File: config.mk
export PLATFORM = sky130hd
export DESIGN_NAME = ult_ctrl
export DESIGN_NICKNAME = d
export VERILOG_FILES = /design/src/rtl/ult_pkg.sv /design/src/rtl/ult_ctrl.sv
export SDC_FILE = /design/constraint.sdc
export NUM_CORES = 1
export LEC_CHECK = 0
export BUFFER_PORTS_ARGS = -buffer_cell sky130_fd_sc_hd__buf_2
export CAP_MARGIN = 15
export CORE_AREA = 2 2 39 41
export CTS_CLUSTER_SIZE = 24
export DETAILED_ROUTE_END_ITERATION = 8
export DIE_AREA = 0 0 41 43
export GPL_TIMING_DRIVEN = 0
export PLACE_DENSITY = 0.35
export SLEW_MARGIN = 25
export SYNTH_ARGS = -nofsm -noshare
export SYNTH_HDL_FRONTEND = slang
export SYNTH_SLANG_ARGS = --single-unit
File: constraint.sdc
create_clock -name clk -period 1.3 [get_ports clk]
set_clock_uncertainty 0.2 [all_clocks]
set_input_delay 0.13 -clock clk [delete_from_list [all_inputs] [get_ports clk]]
set_output_delay 0.13 -clock clk [all_outputs]
set_load 0.02 [all_outputs]
File: src/rtl/ult_pkg.sv
// shared types and constants for the unsorted list table
package ult_pkg;

	localparam int ULT_DEPTH = 64;
	localparam int OP_W      = 3;
	localparam int DATA_W    = 32;
	localparam int POS_W     = 6;
	localparam int HELD_W    = 7;
	localparam int STATUS_W  = 2;

	typedef enum logic [OP_W-1:0] {
		OP_INSERT = 3'd0,
		OP_DELETE = 3'd1,
		OP_SEARCH = 3'd2,
		OP_UPDATE = 3'd3,
		OP_DUMP   = 3'd4
	} op_t;

	typedef enum logic [STATUS_W-1:0] {
		ST_DONE      = 2'd0,
		ST_NOT_FOUND = 2'd1,
		ST_FULL      = 2'd2,
		ST_EMPTY     = 2'd3
	} status_t;

	typedef enum logic [2:0] {
		S_IDLE,
		S_MATCH,
		S_PICK,
		S_APPLY,
		S_DUMP
	} state_t;

	// controller to datapath
	typedef struct packed {
		logic capture;
		logic match;
		logic pick;
		logic apply;
		logic dump_step;
	} ult_cmd_t;

	// datapath to controller
	typedef struct packed {
		logic slot_free;
		logic is_dump;
		logic empty;
		logic dump_last;
	} ult_stat_t;

endpackage

File: src/rtl/ult_ctrl.sv
// sequencing state machine for the unsorted list table
module ult_ctrl
	import ult_pkg::*;
(
	input  logic      clk,
	input  logic      arst_n,
	input  logic      in_valid,
	output logic      in_ready,
	input  ult_stat_t stat,
	output ult_cmd_t  cmd
);

	state_t state_q, state_d;

	always_ff @(posedge clk or negedge arst_n) begin
		if (!arst_n) begin
			state_q <= S_IDLE;
		end else begin
			state_q <= state_d;
		end
	end

	always_comb begin
		state_d  = state_q;
		cmd      = '0;
		in_ready = 1'b0;
		case (state_q)
			S_IDLE: begin
				in_ready    = 1'b1;
				cmd.capture = in_valid;
				if (in_valid) begin
					state_d = S_MATCH;
				end
			end
			S_MATCH: begin
				cmd.match = 1'b1;
				state_d   = S_PICK;
			end
			S_PICK: begin
				cmd.pick = 1'b1;
				state_d  = S_APPLY;
			end
			S_APPLY: begin
				if (stat.is_dump && !stat.empty) begin
					state_d = S_DUMP;
				end else if (stat.slot_free) begin
					cmd.apply = 1'b1;
					state_d   = S_IDLE;
				end
			end
			S_DUMP: begin
				if (stat.slot_free) begin
					cmd.dump_step = 1'b1;
					if (stat.dump_last) begin
						state_d = S_IDLE;
					end
				end
			end
			default: begin
				state_d = S_IDLE;
			end
		endcase
	end

endmodule

==> impl_results.md <==
- GPL Wtd Cong: 0.6338
- Min-Delay Endpoint: state_q[0]
- Root cell of the clock tree: clkbuf_4
- Achievable Freq: 0.6643 GHz
- Worst Hold Slack: 0.02124 ns
- Num CTS Buffers: 3
- Fraction of layout cells with a size suffix above 1: 67.44%
- Buffers plus inverters on the worst setup path: 1
- Leakage power: 0.1872 nW
- Largest fanout of any net on the critical path: 4
- Register with the most flip-flops: state_q
- Iter 0 DRT Violations: 1
- Cell depth of the worst min-delay path: 3
- Detailed Route WL: 528 µm
- Sequential cell area: 78.83 µm²
- Number of distinct library cells after synthesis: 15
- Number of endpoints failing setup at the final stage: 6
- Category of the worst setup path launch point: flop
- Outcome: complete, but fails checks
- Number of nets produced by synthesis: 29
- Synth-to-Final Area Change: 106.6%
- Die width: 41 µm
- Reg2Reg Launch Point: state_q[1]
- Area of the multi-input gates: 140.1 µm²
- Final hold violation count: 0
- Most used flip-flop cell after synthesis: dfrtp_1
- Largest cells by area after synthesis: dfrtp_1, and3_2, nor3b_1
- Number of routed nets with antenna violations: 0
- Row Count: 14
- Final worst slack: -0.2053 ns
- Overall die height: 43 µm
- Number of H-tree branching levels: 1
- Class of the most critical setup path: reg2out
- Path type of the worst min-delay path: in2reg
- Layout filler cell count: 161
- Slowest cell on crit path: dfrtp_2
- EDFF count, synth: 0
- Clock tree from TritonCTS: done
- Average wire length per cell after detail routing: 8.949 µm
- Actual slew at the worst max-slew pin: 0.1533 ns
- Chain of cells forming the critical path: and3b_1 > and3_4 > buf_6
- Total power density per cell area: 2239 nW/µm²
- Violations in the final reports: setup timing
- Via count of the routed design: 250
- Number of buffers between clock root and the deepest sink: 2
- Via count of the first global-routing pass: 264
- R2R Path End: state_q[2]
- Top Ports: 13
- Largest stage delay on the critical path: 0.42 ns
- Area of the core: 1384 µm²
- Max-slew violation count: 0
- Drc violations: 0
- Flip-flop count of the largest register after layout: 3
- Clock latency on the worst-skew pair: 0.23 ns
- Die Outline Area: 1763 µm²
- Clock slew seen by the registers of the worst setup and hold paths: 0.04 ns
- Initial core utilization: 13.74%
- Pre-antenna DRT Iters: 2
- Largest net degree at the start of global routing: 6
- Mean post-synth cell area: 8.645 µm²
- Antenna diode instance count: 0
- Number of clock sinks: 3
- Worst-case headroom to the max-slew limit: 89.74%
- Number of antenna violations at the first check in global routing: 0
- Nets: 51
- GRT Total Usage: 8.468%
- Largest registers: state_q: 3 flops
- Startpoint of the tightest hold check path: in_valid
- Min Tclk post-route: 1.505 ns
- MaxCap Viol Count: 0
- Cells on worst reg2reg path: 3
- Arr. time, crit path: 1.18 ns
- I/O Buffers: 12
- Leftover overflow at the end of global routing: 0
- Yosys top cell area share: 39.47%
- Kind of cell adding the most delay to the critical path: flip-flops
- Crit end category: primary output
- Share of the cycle needed by the critical path after routing: 115.8%
- Area after DPL: 282.8 µm²
- Fin area: 392.9 µm²
- Cell accounting for the most synthesized area: dfrtp_1
- Vias/cell: 4.237
- Post-synthesis sequential area ratio: 39.47%
- Synthesized flop and latch total: 3
- Cell Area, Synth: 190.2 µm²
- Peak supply drop: 592.8 µV
- Global-route wire length before repair: 938 µm
- Ys async rst share: 100.0%
- Req. time, crit path: 0.97 ns
- Worst setup slack for register-to-register paths: 0.02 ns
- Unrepaired setup endpoints after global routing: yes
- Post-Syn Instances: 22
- Syn. warnings: 0
- Most numerous cell in the Yosys netlist: dfrtp_1
layout by cell type (no fill, tap or decap):
master | netlist | final
buf_2 | 0 | 7
and3_4 | 0 | 1
nand2_1 | 2 | 2
nor3_1 | 2 | 1
buf_4 | 0 | 6
nand3_1 | 1 | 1
o21bai_1 | 1 | 1
nor2b_1 | 1 | 1
dfrtp_2 | 0 | 3
inv_1 | 1 | 1
a32o_1 | 1 | 1
nor3b_2 | 0 | 2
and3_2 | 2 | 1
clkbuf_4 | 0 | 3
clkbuf_1 | 0 | 1
nand2b_1 | 1 | 1
dlygate4sd3_1 | 0 | 1
buf_6 | 0 | 3
and2_2 | 0 | 1
nor3_4 | 0 | 1
nor2_2 | 0 | 1
and3b_1 | 1 | 1
a21oi_1 | 2 | 2
worst register-to-register path, cell delays in order, from the launching register on:
cell,delay (ns)
dfrtp_2,0.43
and3b_1,0.21
buf_4,0.13
a32o_1,0.20
what timing repair did:
item,4_1_cts,5_1_grt
resized for setup,14,1
buffers inserted,4,0
pin swaps,2,4
hold endpoints to repair,3,0
hold buffers,1,0
endpoints found under the setup margin,6,7
through the flow:
step           power [W]  setup slack, ns  TNS, ns  util [%]  instances
3_5_place_dp   0.0005352         -0.08629  -0.1320     20.43         50
6_report       0.0008797          -0.2053  -0.9109     28.39         59
2_1_floorplan  0.0004291         -0.03867  -0.1059         -         22
4_1_cts        0.0008872          -0.2278   -1.062     28.12         59
3_3_place_gp   0.0005333         -0.07633  -0.1001     20.43         50
5_1_grt        0.0009681          -0.2772   -1.357     28.39         59
report_power, final:
part	switching, W	total (W)	internal (W)
sequential	0.0000676	0.000209	0.000141
combinational	0.000226	0.000512	0.000286
clock	0.0000447	0.000160	0.000115
area by class of cell:
cell class	instances	area share [%]
well taps	16	5.096
multi-input cells	18	35.67
clock buffers	4	6.688
repair buffers	17	31.53
flip-flops and latches	3	20.06
inverters	1	0.9554
cell families after synthesis:
family | Yosys count | share of synthesized area (%)
buf+inv | 1 | 1.972
compound gates | 4 | 14.48
flops | 3 | 39.47
simple gates | 14 | 44.08
worst max path at each step:
stage / startpoint / endpoint / slack (ns) / cells after the start
finish: state_q[2] / cmd[1] / -0.21 / 3
CTS: state_q[2] / cmd[1] / -0.23 / 3
global placement: state_q[2] / cmd[1] / -0.08 / 3
detailed placement: state_q[2] / cmd[1] / -0.09 / 3
global route: state_q[2] / cmd[1] / -0.28 / 3
floorplan: state_q[1] / cmd[2] / -0.04 / 1
layer usage:
| layer | up-vias | global-route usage [%] | part of all wire [%] |
|---|---|---|---|
| met2 | 5 | 13.13 | 62 |
| met5 | - | 0 | 0 |
| met3 | 0 | 4.712 | 5.1 |
| met1 | 121 | 6.840 | 33 |
| met4 | 0 | 8.000 | 0 |
| li1 | 124 | - | - |
(Power assumes the default switching activity.)
